[config.mk]
export PLATFORM = sky130hd
export DESIGN_NAME = uuid_text_parser_top
export DESIGN_NICKNAME = d
export VERILOG_FILES = /design/src/hdl/utp_pkg.sv /design/src/hdl/uuid_text_parser_top.sv
export SDC_FILE = /design/constraint.sdc
export NUM_CORES = 1
export LEC_CHECK = 0
export ABC_CLOCK_PERIOD_IN_PS = 10100
export BUFFER_PORTS_ARGS = -buffer_cell sky130_fd_sc_hd__buf_2
export CAP_MARGIN = 30
export CORE_UTILIZATION = 57
export DETAILED_ROUTE_END_ITERATION = 12
export GPL_TIMING_DRIVEN = 0
export PLACE_DENSITY = 0.79
export SYNTH_ARGS = -nofsm -noshare
export SYNTH_HDL_FRONTEND = slang
export SYNTH_SLANG_ARGS = --single-unit
[constraint.sdc]
create_clock -name clk_i -period 10.1 [get_ports clk_i]
set_clock_uncertainty 0.05 [all_clocks]
set_input_delay 0 -clock clk_i [delete_from_list [all_inputs] [get_ports clk_i]]
set_output_delay 0 -clock clk_i [all_outputs]
set_load 0.05 [all_outputs]
[src/hdl/utp_pkg.sv]
// ---------------------------------------------------------------------------
// UUID text parser package
// Widths, status codes, dash slots and the hex digit decoder.
// ---------------------------------------------------------------------------
`timescale 1ns / 1ps

package utp_pkg;

  localparam int unsigned CharW   = 8;
  localparam int unsigned HalfW   = 64;
  localparam int unsigned StatusW = 3;
  localparam int unsigned PosW    = 6;
  localparam int unsigned UuidLen = 36;

  // status codes
  typedef enum logic [StatusW-1:0] {
    ST_OK      = 3'd0,
    ST_DASH    = 3'd1,
    ST_HEX     = 3'd2,
    ST_VERSION = 3'd3,
    ST_VARIANT = 3'd4
  } status_e;

  localparam logic [PosW-1:0]  LastPos  = PosW'(UuidLen - 1);
  localparam logic [PosW-1:0]  DashPos0 = 6'd8;
  localparam logic [PosW-1:0]  DashPos1 = 6'd13;
  localparam logic [PosW-1:0]  DashPos2 = 6'd18;
  localparam logic [PosW-1:0]  DashPos3 = 6'd23;
  localparam logic [CharW-1:0] DashChar = 8'h2d;

  localparam logic [3:0] VersionFour = 4'h4;
  localparam logic [1:0] VariantRfc  = 2'b10;

  // decoded character: nibble and a flag for a valid hex digit
  typedef struct packed {
    logic       ok;
    logic [3:0] nib;
  } hex_dec_t;

  function automatic hex_dec_t hex_decode(input logic [CharW-1:0] c);
    hex_dec_t r;
    logic [CharW-1:0] d;
    r = '0;
    d = '0;
    if (c inside {[8'h30:8'h39]}) begin
      d = c - 8'h30;
      r.ok = 1'b1;
      r.nib = d[3:0];
    end else if (c inside {[8'h41:8'h46]}) begin
      d = c - 8'h37;
      r.ok = 1'b1;
      r.nib = d[3:0];
    end else if (c inside {[8'h61:8'h66]}) begin
      d = c - 8'h57;
      r.ok = 1'b1;
      r.nib = d[3:0];
    end
    return r;
  endfunction

endpackage

[src/hdl/uuid_text_parser_top.sv]
// ---------------------------------------------------------------------------
// UUID text parser
// Parses a 36-character UUID string, one character a beat, into two 64-bit
// halves and a status after the last character.
// ---------------------------------------------------------------------------
//  Channel   | Dir | tdata                         | tuser
//  s_axis    | in  | [7:0] text_char               | -
//  m_axis    | out | [63:0] high_half,             | [2:0] status
//            |     | [127:64] low_half             |
//
//  One character is taken every cycle, but the 36th waits while a result is
//  held back; the position counter and digit accumulator update in the same
//  cycle a beat is accepted. The result register loads on the edge that takes
//  the 36th character, so the result beat is offered from the next cycle on.
//  A stalled result only blocks the 36th character of the next string.
//  Reset clears position, faults, accumulator and the result valid flag.
// ---------------------------------------------------------------------------
`timescale 1ns / 1ps

module uuid_text_parser_top (
  input  logic                                  clk_i,
  input  logic                                  rst_ni,
  // s_axis_tdata: [7:0] text_char
  input  logic                                  s_axis_tvalid,
  output logic                                  s_axis_tready,
  input  logic [utp_pkg::CharW-1:0]             s_axis_tdata,
  // m_axis_tdata: [63:0] high_half, [127:64] low_half
  output logic                                  m_axis_tvalid,
  input  logic                                  m_axis_tready,
  output logic [2*utp_pkg::HalfW-1:0]           m_axis_tdata,
  // m_axis_tuser: [2:0] status
  output logic [utp_pkg::StatusW-1:0]           m_axis_tuser
);
  import utp_pkg::*;

  logic [PosW-1:0]    pos_q, pos_d;
  logic [2*HalfW-1:0] acc_q, acc_d;
  logic               dash_flt_q, dash_flt_d;
  logic               hex_flt_q, hex_flt_d;
  logic               out_vld_q, out_vld_d;
  logic [2*HalfW-1:0] out_acc_q, out_acc_d;
  status_e            out_st_q, out_st_d;

  logic     in_beat;
  logic     last_char;
  logic     dash_slot;
  hex_dec_t dec;
  logic     out_free;

  assign last_char = (pos_q == LastPos);
  assign out_free  = !out_vld_q || m_axis_tready;
  // only the closing character needs room in the result register
  assign s_axis_tready = !last_char || out_free;
  assign in_beat = s_axis_tvalid && s_axis_tready;

  assign dash_slot = (pos_q == DashPos0) || (pos_q == DashPos1) ||
                     (pos_q == DashPos2) || (pos_q == DashPos3);
  assign dec = hex_decode(s_axis_tdata);

  // character step and end-of-string result
  always_comb begin
    logic [2*HalfW-1:0] acc_nx;
    logic               dash_nx;
    logic               hex_nx;
    acc_nx  = acc_q;
    dash_nx = dash_flt_q;
    hex_nx  = hex_flt_q;
    if (dash_slot) begin
      if (s_axis_tdata != DashChar) dash_nx = 1'b1;
    end else begin
      if (!dec.ok) hex_nx = 1'b1;
      acc_nx = {acc_q[2*HalfW-5:0], dec.nib};
    end

    pos_d      = pos_q;
    acc_d      = acc_q;
    dash_flt_d = dash_flt_q;
    hex_flt_d  = hex_flt_q;
    out_vld_d  = out_vld_q && !m_axis_tready;
    out_acc_d  = out_acc_q;
    out_st_d   = out_st_q;

    if (in_beat) begin
      if (last_char) begin
        pos_d      = '0;
        acc_d      = '0;
        dash_flt_d = 1'b0;
        hex_flt_d  = 1'b0;
        out_vld_d  = 1'b1;
        out_acc_d  = acc_nx;
        if (dash_nx)                                   out_st_d = ST_DASH;
        else if (hex_nx)                               out_st_d = ST_HEX;
        else if (acc_nx[HalfW+15:HalfW+12] != VersionFour) out_st_d = ST_VERSION;
        else if (acc_nx[HalfW-1:HalfW-2] != VariantRfc)    out_st_d = ST_VARIANT;
        else                                           out_st_d = ST_OK;
      end else begin
        pos_d      = pos_q + PosW'(1);
        acc_d      = acc_nx;
        dash_flt_d = dash_nx;
        hex_flt_d  = hex_nx;
      end
    end
  end

  // parser state
  always_ff @(posedge clk_i or negedge rst_ni) begin
    if (!rst_ni) begin
      pos_q      <= '0;
      acc_q      <= '0;
      dash_flt_q <= 1'b0;
      hex_flt_q  <= 1'b0;
      out_vld_q  <= 1'b0;
    end else begin
      pos_q      <= pos_d;
      acc_q      <= acc_d;
      dash_flt_q <= dash_flt_d;
      hex_flt_q  <= hex_flt_d;
      out_vld_q  <= out_vld_d;
    end
  end

  // result payload
  always_ff @(posedge clk_i) begin
    out_acc_q <= out_acc_d;
    out_st_q  <= out_st_d;
  end

  // low half sits above the high half in tdata
  assign m_axis_tvalid = out_vld_q;
  assign m_axis_tdata  = {out_acc_q[HalfW-1:0], out_acc_q[2*HalfW-1:HalfW]};
  assign m_axis_tuser  = out_st_q;

endmodule

==> results of run 1 <==
## kinds of logic (layout without fill, tap and decap cells)
| group | Yosys count | count (layout) | share of synthesized area (%) |
|---|---|---|---|
| multiplexers | 129 | 129 | 13.4 |
| flip-flops | 268 | 268 | 67.9 |
| AO/OA/AOI/OAI | 156 | 156 | 12.2 |
| XOR/XNOR | 2 | 2 | 0.162 |
| other | 0 | 1 | 0 |
| AND/OR/NAND/NOR | 41 | 41 | 2.45 |
| adder cells (fa/ha/maj) | 7 | 7 | 0.808 |
| buffers and inverters | 53 | 263 | 3.10 |
## per-stage QoR
| stage | std cells | cell area, um2 |
|---|---|---|
| floorplan | 656 | 10800 |
| finish | 1101 | 12900 |
| CTS | 1100 | 12900 |
| global placement | 1034 | 11900 |
| global route | 1101 | 12900 |
| detailed placement | 1038 | 12000 |
## registers in the layout, indices dropped and copies added, names as in the netlist
register	flops
acc_q	128
out_acc_q	128
pos_q	6
m_axis_tuser	3
dash_flt_q	1
hex_flt_q	1
m_axis_tvalid	1
## power groups by stage
stage	sequential (uW)	combinational (uW)	clock (uW)
after floorplan	1510	593	0
after global placement	1540	733	0
after detailed placement	1550	761	0
after CTS	1540	782	936
after global routing	1570	839	980
final	1540	775	925
## synthesized netlist by cell type, types with 2 or more instances
cell         n
nand4_1      2
xnor2_1      2
o2bb2ai_1    4
nor3_1       2
a21oi_1      6
edfxtp_1   131
nand2_1      8
buf_2       23
a22o_1     125
and3_1       2
nand3_1      2
clkbuf_1     6
o21ai_0      8
nor2_1       4
dfrtp_1    137
mux2_2     126
o31ai_1      2
buf_6       14
a31oi_1      2
inv_1        8
nor3b_1      2
nand2b_1     4
mux2i_1      2
ha_1         7
nor4b_1      5
or3_1        2
## final cells by class
cell class                      count  area share, %
Sequential cell                   268           56.9
Multi-Input combinational cell    335           24.3
Timing Repair Buffer              162           7.52
Clock buffer                       42           6.06
Buffer                             45           2.37
Tap cell                          234           2.26
Clock inverter                      6          0.271
Inverter                            8          0.232
Antenna cell                        1         0.0193
## cell usage in the layout (no fill, tap or decap), types with 3 or more instances in the layout
master / netlist / layout
buf_2: 23 / 166
dfrtp_1: 137 / 137
edfxtp_1: 131 / 131
mux2_2: 126 / 126
a22o_1: 125 / 125
clkbuf_16: 0 / 28
clkbuf_1: 6 / 17
buf_6: 14 / 15
dlygate4sd3_1: 0 / 13
inv_1: 8 / 8
nand2_1: 8 / 8
o21ai_0: 8 / 8
ha_1: 7 / 7
a21oi_1: 6 / 6
nor4b_1: 5 / 5
nand2b_1: 4 / 4
o2bb2ai_1: 4 / 4
nor2_1: 4 / 3
clkinv_2: 0 / 3
clkbuf_8: 0 / 3
buf_12: 0 / 3
## per-layer routing
| layer | global-route usage (%) | share of wire [%] | vias up |
|---|---|---|---|
| met3 | 4.34 | 5.6 | 42 |
| met5 | 0 | 0 | - |
| met1 | 31.9 | 43 | 3310 |
| li1 | - | - | 2955 |
| met4 | 6.71 | 2.2 | 0 |
| met2 | 39.1 | 49 | 204 |
## worst min-delay path by stage
stage                          startpoint         to  depth (start not counted)
after floorplan                    rst_ni   acc_q[0]                          0
after global placement      s_axis_tvalid   pos_q[3]                          3
after detailed placement           rst_ni  acc_q[32]                          1
after CTS                 s_axis_tdata[4]   acc_q[0]                          5
after global routing      s_axis_tdata[4]   acc_q[0]                          5
final                     s_axis_tdata[4]   acc_q[0]                          5
## tightest hold or removal path, stage by stage
cell	delay (ns)
buf_2	0.10
or4b_1	0.17
nor3_1	0.07
a21oi_1	0.21
o2bb2ai_1	0.08
==> summary.md, run 1 <==
| Metric | Value |
|---|---|
| Status | `finished clean` |
| Final ANT Viol Nets | `0` |
| Flop-to-flop setup slack | `7.30 ns` |
| Final nets | `865` |
| Final Cycle Share | `27.7%` |
| Sw power | `961 uW` |
| Top_reg_cell synth | `dfrtp_1` |
| Reg2reg end | `out_acc_q[78]` |
| Seq cells post-synth | `between 200 and 300` |
| Post-synth top area cell | `edfxtp_1` |
| DRT iter0 DRCs | `around 330` |
| Final setup margin | `7.30 ns` |
| CP top delay family | `buffers and inverters` |
| Biggest cell delay along the critical path | `0.51 ns` |
| Worst vdd ir | `0.134 mV` |
| Num ports | `145` |
| Crit end category | `flop` |
| CP endpoint | `out_acc_q[78]` |
| DRC Markers | `0` |
| Core box area | `18600 um2` |
| Yosys top cell area share | `between 30 and 40%` |
| Synth unique cells | `46` |
| Pwr Density | `251 nW/um2` |
| Hold Path Class | `in2reg` |
| Mapped Area | `10800 um2` |
| Reg2reg path depth | `7` |
| Unrepaired setup endpoints after global routing | `false` |
| Initial Util | `slightly below 60%` |
| CTS Buffer Depth | `3` |
| Total grt overflow | `0` |
| Data arrival time of the worst path | `3.01 ns` |
| Number of synthesized flops with an enable pin | `about 130` |
| Buffers and inverters on the worst path | `3` |
| Sequential Power Share | `47.5%` |
| Critical Path Source | `pos_q[0]` |
| Post-CTS Resized | `0` |
| Clock power share | `between 20 and 30%` |
| Worst EP required | `between 10 and 15 ns` |
| Maxcap violations | `0` |
| IO buf count | `144` |
| Critical path type | `reg2reg` |
| Clock-pin slew of the registers on the worst-case setup and hold paths | `~0.06 ns` |
| Max Freq | `357 MHz` |
| Final design utilization | `69.4%` |
| Initial antenna violation count | `1` |
| Setup Fix Bufs, Post-CTS | `0` |
| Net Sw Frac | `slightly below 30%` |
| CTS Buf Count | `26` |
| Fraction of layout cells with a size suffix above 1 | `between 40% and 50%` |
| Final hold viol count | `0` |
| Die width | `140 um` |
| Via count | `6511` |
| Pre-CTS setup slack | `7.26 ns` |
| Register area share after synthesis | `67.9%` |
| CTS HTree Levels | `1` |
| Worst skew pair latency | `between 0.5 and 0.6 ns` |
| Clk root buf | `clkbuf_16` |
| GRT Overall Usage | `a little under a quarter` |
| First-pass GRT wire length | `around 36000 um` |
| Total chip power | `roughly 3200 uW` |
| Internal power | `2280 uW` |
| Vias in the first global route | `6714` |
| Area of the multi-input gates | `3150 um2` |
| Max FO, Critical Path | `10` |
| Filler cells | `1238` |
| First-pass DRT Iterations | `4` |
| Die area | `19600 um2` |
| CP startpoint kind | `flop` |
| DRT Wirelength | `22200 um` |
| Comb power frac | `23.9%` |
| Via/cell ratio | `5.91` |
| FFs w/ async S/R, synth | `between 50% and 60%` |
| Syn Nets | `between 600 and 700` |
| # hold bufs at CTS | `14` |
| Hold slack final | `0.101 ns` |
| Leakage | `between 0.005 and 0.006 uW` |
| Area delta synth->final | `19.3%` |
| Crit-path cells | `ha_1 > mux2_2 > a32o_1 > buf_2 > clkbuf_1 > buf_2 > mux2_2` |
| Setup-failing EPs final | `0` |
| Crit. path cell count | `7` |
| Worst R2R Start | `pos_q[0]` |
| Post-Syn Area per Cell | `16.5 um2` |
| Post-route minimum period | `approximately 2.8 ns` |
| Dpl hpwl | `approximately 14000 um` |
| Setup TNS Final | `0 ns` |
| Placer congestion estimate | `0.815` |
| Register area | `~7400 um2` |
| Slew HR | `36.6%` |
| # rows | `50` |
| Post-Synthesis Cells | `656` |
| Pin count of the biggest net entering global routing | `82` |
| Synth top area cells | `edfxtp_1 36%, dfrtp_1 32%, mux2_2 13%` |
| CTS tree | `yes` |
| Slew @ Worst Pin | `between 0.9 and 1 ns` |
| Sink Count | `approximately 270` |
| Slew Limit Fails | `0` |
| Worst path slowest cell | `clkbuf_1` |
| Ys Warns | `0` |
| Die H | `between 100 and 150 um` |
| DR WL/cell | `between 20 and 25 um` |
(Power assumes the default switching activity.)
==> inputs of run 2 (changes only) <==
Settings changed: ABC_AREA set to 1, ABC_CLOCK_PERIOD_IN_PS 10100 to 2500, CORE_UTILIZATION 57 to 53, PLACE_DENSITY 0.79 to 0.77.
Clock period 10.1 ns to 2.5 ns, I/O delays scaled along.
==> run 2 against run 1 <==
Die area is 17% higher. Non-clock buffer count is 6 higher. First-iteration DRC count is 61% higher. Routed wire length is 9.7% higher. Register-to-register slack worse by 7.1 ns. Clock power grew to 4.3 times the previous value. Worst hold slack worse by 0.11 ns. Synthesized cell count is 64% higher. The run now ends with hold timing left. Utilization is 5.1 points lower. Largest cell class unchanged. Setup slack worse by 7.1 ns. Synthesized area is 9.2% higher.
==> summary.md, run 2 <==
| Metric | Value |
|---|---|
| Register area share after synthesis | `62.2%` |
| Final setup margin | `~0.24 ns` |
| Initial antenna violation count | `0` |
| Vias in the first global route | `between 7000 and 8000` |
| Dpl hpwl | `16700 um` |
| Cell Area, Placed | `13100 um2` |
| Cell with the most instances after synthesis | `inv_1` |
| Internal power | `11400 uW` |
| Commonest non-fill, non-tap cell in the layout | `inv_1` |
| First-pass DRT Iterations | `5` |
| # rows | `between 50 and 60` |
| Setup Fix Bufs, Post-CTS | `0` |
| Crit-path cells | `ha_4 > nand4_4 > inv_4 > nand2_8 > nand2_8 > nor2_4 > buf_12 > buf_12` |
| Failing checks | `hold timing` |
| Via/cell ratio | `5.05` |
| Leakage | `0.00679 uW` |
| First-pass GRT wire length | `39600 um` |
| Synth top area cells | `edfxtp_1 33%, dfrtp_1 29%, inv_1 8.2%` |
| Mapped Area | `11800 um2` |
| Slew Limit Fails | `0` |
| Net Sw Frac | `38.7%` |
| Syn Nets | `1095` |
| Via count | `7915` |
| Max FO, Critical Path | `30` |
| Fraction of layout cells with a size suffix above 1 | `27.5%` |
| DRC Markers | `0` |
| GRT Overall Usage | `22.1%` |
| DR WL/cell | `roughly 16 um` |
| Post-synth top area cell | `edfxtp_1` |
| Sequential Power Share | `a little under two fifths` |
| CP top delay family | `simple AND/OR/NAND/NOR gates` |
| Slew @ Worst Pin | `roughly 0.65 ns` |
| Buffers and inverters on the worst path | `3` |
| Sink Count | `268` |
| Yosys top cell area share | `33.2%` |
| Maxcap violations | `0` |
| CP startpoint kind | `flop` |
| CTS Buf Count | `28` |
| Filler cells | `1728` |
| Worst EP required | `about 2.7 ns` |
| Worst vdd ir | `0.626 mV` |
| Final Cycle Share | `90.6%` |
| CTS Buffer Depth | `3` |
| Status | `finished, violations left` |
| CTS tree | `yes` |
| Setup-failing EPs final | `0` |
| Setup TNS Final | `0 ns` |
| Pin count of the biggest net entering global routing | `72` |
| Sw power | `7190 uW` |
| Ys Warns | `0` |
| Slew HR | `56.6%` |
| CTS HTree Levels | `1` |
| Register area | `7360 um2` |
| Final ANT Viol Nets | `0` |
| Hold Path Class | `in2async` |
| Die width | `151 um` |
| # hold bufs at CTS | `10` |
| Hold slack final | `-0.00919 ns` |
| Initial Util | `54.1%` |
| Pwr Density | `approximately 1300 nW/um2` |
| Total grt overflow | `0` |
| Max Freq | `roughly 440 MHz` |
| Unrepaired setup endpoints after global routing | `false` |
| Clk root buf | `clkbuf_16` |
| IO buf count | `approximately 140` |
| DRT Wirelength | `24400 um` |
| Commonest cells after routing, fill and taps aside | `259 x inv_1, 180 x nand2_1, 157 x buf_2` |
| Area delta synth->final | `18.8%` |
| Num ports | `~150` |
| Commonest cells in the netlist | `259 x inv_1, 180 x nand2_1, 137 x dfrtp_1, 131 x edfxtp_1` |
| Pre-CTS setup slack | `0.222 ns` |
| Number of diodes | `0` |
| Post-Synthesis Cells | `~1100` |
| Area of the multi-input gates | `3130 um2` |
| Post-Syn Area per Cell | `around 11 um2` |
| Top flop regs | `acc_q (128), out_acc_q (128), pos_q (6)` |
| Clock-pin slew of the registers on the worst-case setup and hold paths | `0.06 ns` |
| Flop-to-flop setup slack | `0.24 ns` |
| Top_reg_cell synth | `dfrtp_1` |
| Die H | `151 um` |
| Biggest cell delay along the critical path | `0.44 ns` |
| Final nets | `between 1000 and 1500` |
| Comb power frac | `41.3%` |
| DRT iter0 DRCs | `536` |
| Die area | `22900 um2` |
| Critical path type | `reg2reg` |
| Placer congestion estimate | `0.832` |
| Data arrival time of the worst path | `2.44 ns` |
| Clock power share | `between 20% and 30%` |
| Core box area | `21900 um2` |
| FFs w/ async S/R, synth | `51.1%` |
| Crit end category | `flop` |
| Seq cells post-synth | `~270` |
| Worst path slowest cell | `dfrtp_1` |
| Final hold viol count | `10` |
| Synth unique cells | `34` |
| Finished Cell Area | `14100 um2` |
| Number of synthesized flops with an enable pin | `~130` |
| Post-route minimum period | `about 2.3 ns` |
| Post-CTS Resized | `0` |
| Worst skew pair latency | `0.53 ns` |
-- run 2: cell count changes in the layout (fill, tap and decap cells not counted), sizes merged, moves of 7 or more --
cell / delta
a22o: -125
o21ai: +118
mux2: -127
inv: +254
o22ai: +112
nand2: +176
nand3: +13
buf: +8
o21a: +10
nand4: +7
nor2: +10
-- run 2: per-layer routing --
| metal | wire length, um | track usage, % | vias up |
|---|---|---|---|
| met1 | 10900 | 31.1 | 3796 |
| met2 | 11900 | 36.1 | 182 |
| met4 | 416 | 5.90 | 0 |
| li1 | - | - | 3907 |
| met5 | 0 | 0 | - |
| met3 | 1190 | 2.95 | 30 |
-- run 2: cell type report --
class                   instances  share of cell area (%)
flip-flops and latches        268                    52.4
multi-input cells             492                    22.2
inverters                     262                    7.01
repair buffers                159                    6.65
clock buffers                  41                    5.84
plain buffers                  54                    2.83
well taps                     280                    2.49
clock inverters                11                   0.561
-- run 2: worst paths after layout --
path / cells past startpoint / to / startpoint
min in group clk_i: 8 / acc_q[1] / s_axis_tdata[7]
max in group asynchronous: 3 / acc_q[123] / rst_ni
max: 8 / out_acc_q[45] / pos_q[1]
max reg2reg: 8 / out_acc_q[45] / pos_q[1]
min: 2 / acc_q[49] / rst_ni
min reg2reg: 2 / acc_q[124] / acc_q[124]
-- run 2: through the flow --
step	power [uW]	cells	hold WS, ns	utilization [%]
6_report	18600	1567	-0.00919	64.2
5_1_grt	19900	1567	0.0484	64.2
4_1_cts	18700	1567	0.0140	64.2
3_5_place_dp	14600	1505	0.00356	59.7
3_3_place_gp	14300	1500	0.150	59.1
2_1_floorplan	12800	1076	-0.346	-
-- run 2: logic make-up after synthesis --
logic type / count (synthesis) / synth area share [%]
buffers and inverters: 316 / 11.7
flip-flops: 268 / 62.2
AO/OA/AOI/OAI: 255 / 16.8
AND/OR/NAND/NOR: 226 / 8.26
adder cells (fa/ha/maj): 7 / 0.740
XOR/XNOR: 4 / 0.296
-- run 2: power groups by stage --
stage          logic [uW]  registers (uW)  clock network, uW
6_report             7670            6910               4010
3_5_place_dp         7600            6980                  0
5_1_grt              8670            7040               4240
4_1_cts              7700            6910               4100
2_1_floorplan        5830            6930                  0
3_3_place_gp         7380            6930                  0
-- run 2: worst reg2reg max path, cell delays in order (launching register included) --
cell	delay [ns]
dfrtp_1	0.44
ha_4	0.21
nand4_4	0.11
inv_4	0.09
nand2_8	0.08
nand2_8	0.09
nor2_4	0.40
buf_12	0.26
buf_12	0.23
==> inputs of run 3 (changes only) <==
Settings changed: MAX_ROUTING_LAYER set to met4.
==> run 3 against run 2 <==
The flow still finishes with violations (hold timing). Highest routed layer unchanged. Largest power group unchanged. Utilization did not move. First-iteration DRC count fell by 1.9%. Critical path depth did not move. Non-clock buffer count did not move. Global-route usage rose by 0.66 points.
==> summary.md, run 3 (synthesized netlist as in run 2, its figures left out) <==
| Metric | Value |
|---|---|
| Final setup margin | `0.229 ns` |
| DRT iter0 DRCs | `526` |
| Register area | `7360 um2` |
| Initial antenna violation count | `0` |
| Clk root buf | `clkbuf_16` |
| Slew @ Worst Pin | `0.650 ns` |
| CTS Buf Count | `28` |
| Unrepaired setup endpoints after global routing | `false` |
| Die area | `22900 um2` |
| Critical Path Source | `pos_q[1]` |
| Num ports | `~150` |
| Status | `finished, violations left` |
| Die width | `151 um` |
| Max FO, Critical Path | `30` |
| Met1 Use GR | `31.1%` |
| First-pass DRT Iterations | `5` |
| Max Freq | `440 MHz` |
| CP startpoint kind | `flop` |
| Worst skew pair latency | `0.53 ns` |
| Pin count of the biggest net entering global routing | `72` |
| Cell Area, Placed | `13100 um2` |
| Via/cell ratio | `5.04` |
| Clock power share | `around 22%` |
| M3 GR Usage | `roughly 2.9%` |
| Leakage | `0.00679 uW` |
| Total grt overflow | `0` |
| # hold bufs at CTS | `10` |
| IO buf count | `144` |
| Vias in the first global route | `between 7000 and 8000` |
| Filler cells | `around 1700` |
| Hold Path Class | `in2async` |
| Placer congestion estimate | `approximately 0.84` |
| CTS Buffer Depth | `3` |
| Area delta synth->final | `18.8%` |
| Initial Util | `54.1%` |
| # rows | `54` |
| Final nets | `roughly 1300` |
| GRT Overall Usage | `roughly 23%` |
| Data arrival time of the worst path | `2.45 ns` |
| Slew Limit Fails | `0` |
| Post-Layout Cell Count | `1567` |
| Top flop regs | `acc_q (128), out_acc_q (128), pos_q (6)` |
| Post-CTS Resized | `0` |
| Maxcap violations | `0` |
| Final Cycle Share | `90.8%` |
| Setup TNS Final | `0 ns` |
| Failing checks | `hold timing` |
| Fraction of layout cells with a size suffix above 1 | `27.5%` |
| Sw power | `7200 uW` |
| DR WL/cell | `~16 um` |
| Worst vdd ir | `between 0.6 and 0.7 mV` |
| GR peak layer | `met2` |
| Slew HR | `56.7%` |
| Commonest non-fill, non-tap cell in the layout | `inv_1` |
| Met2 Track Usage GR | `between 30% and 40%` |
| Setup Fix Bufs, Post-CTS | `0` |
| DRC Markers | `0` |
| Final ANT Viol Nets | `0` |
| Worst EP required | `2.68 ns` |
| Die H | `151 um` |
| Crit end category | `flop` |
| Post-route minimum period | `around 2.3 ns` |
| Pwr Density | `1320 nW/um2` |
| Final hold viol count | `8` |
| CTS tree | `yes` |
| Worst R2R Start | `pos_q[1]` |
| Clock-pin slew of the registers on the worst-case setup and hold paths | `0.06 ns` |
| CTS HTree Levels | `1` |
| Dpl hpwl | `approximately 17000 um` |
| Net Sw Frac | `38.7%` |
| Setup-failing EPs final | `0` |
| Sink Count | `268` |
| Total chip power | `18600 uW` |
| Pre-CTS setup slack | `0.222 ns` |
| First-pass GRT wire length | `39500 um` |
| Via count | `approximately 7900` |
| Number of diodes | `0` |
| Comb power frac | `41.3%` |
| Sequential Power Share | `37.1%` |
| Placed cell count | `around 1500` |
| DRT Wirelength | `24400 um` |
| Internal power | `11400 uW` |
| Core box area | `about 22000 um2` |
| Commonest cells after routing, fill and taps aside | `259 x inv_1, 180 x nand2_1, 157 x buf_2` |
| Hold slack final | `-0.0101 ns` |
| Area of the multi-input gates | `3130 um2` |
| Critical path type | `reg2reg` |
| Finished Cell Area | `about 14000 um2` |
==> run 3: cell counts in the layout (fill, tap and decap cells not counted) <==
Identical to the previous run, type by type.
==> run 3: through the flow <==
| stage | hold WS (ns) | util (%) |
|---|---|---|
| 4_1_cts | 0.0140 | 64.2 |
| 3_5_place_dp | 0.00356 | 59.7 |
| 5_1_grt | 0.0444 | 64.2 |
| 3_3_place_gp | 0.150 | 59.1 |
| 6_report | -0.0101 | 64.2 |
| 2_1_floorplan | -0.346 | - |
==> run 3: per-layer routing <==
layer	routed length, um	vias to the layer above
met3	1050	28
met2	11900	175
met1	11000	3800
met4	417	0
met5	0	-
li1	-	3902
==> run 3: final timing paths <==
path | endpoint | slack, ns | cells after the start
worst max-delay path | out_acc_q[45] | 0.23 | 8
worst min-delay path | acc_q[49] | -0.01 | 2
worst max register to register | out_acc_q[45] | 0.23 | 8
worst min register to register | acc_q[125] | 0.43 | 2
max in group asynchronous | acc_q[124] | 1.63 | 3
min in group clk_i | acc_q[1] | 0.11 | 8
==> run 3: final cells by class <==
cell class | instances | share of cell area (%)
inverter | 262 | 7.01
clock buffer | 41 | 5.84
multi-input combinational | 492 | 22.2
timing repair buffer | 159 | 6.65
clock inverter | 11 | 0.561
tap | 280 | 2.49
buffer | 54 | 2.83
sequential | 268 | 52.4
==> run 3: worst max-delay path, cell delays in order (launching register included) <==
cell	delay (ns)
dfrtp_1	0.44
ha_4	0.21
nand4_4	0.11
inv_4	0.09
nand2_8	0.08
nand2_8	0.09
nor2_4	0.40
buf_12	0.26
buf_12	0.22
==> run 3: power groups by stage <==
stage          combinational, uW  sequential, uW  clock [uW]
3_3_place_gp                7380            6930           0
4_1_cts                     7700            6910        4100
3_5_place_dp                7600            6980           0
2_1_floorplan               5830            6930           0
6_report                    7680            6910        4010
5_1_grt                     8670            7040        4240
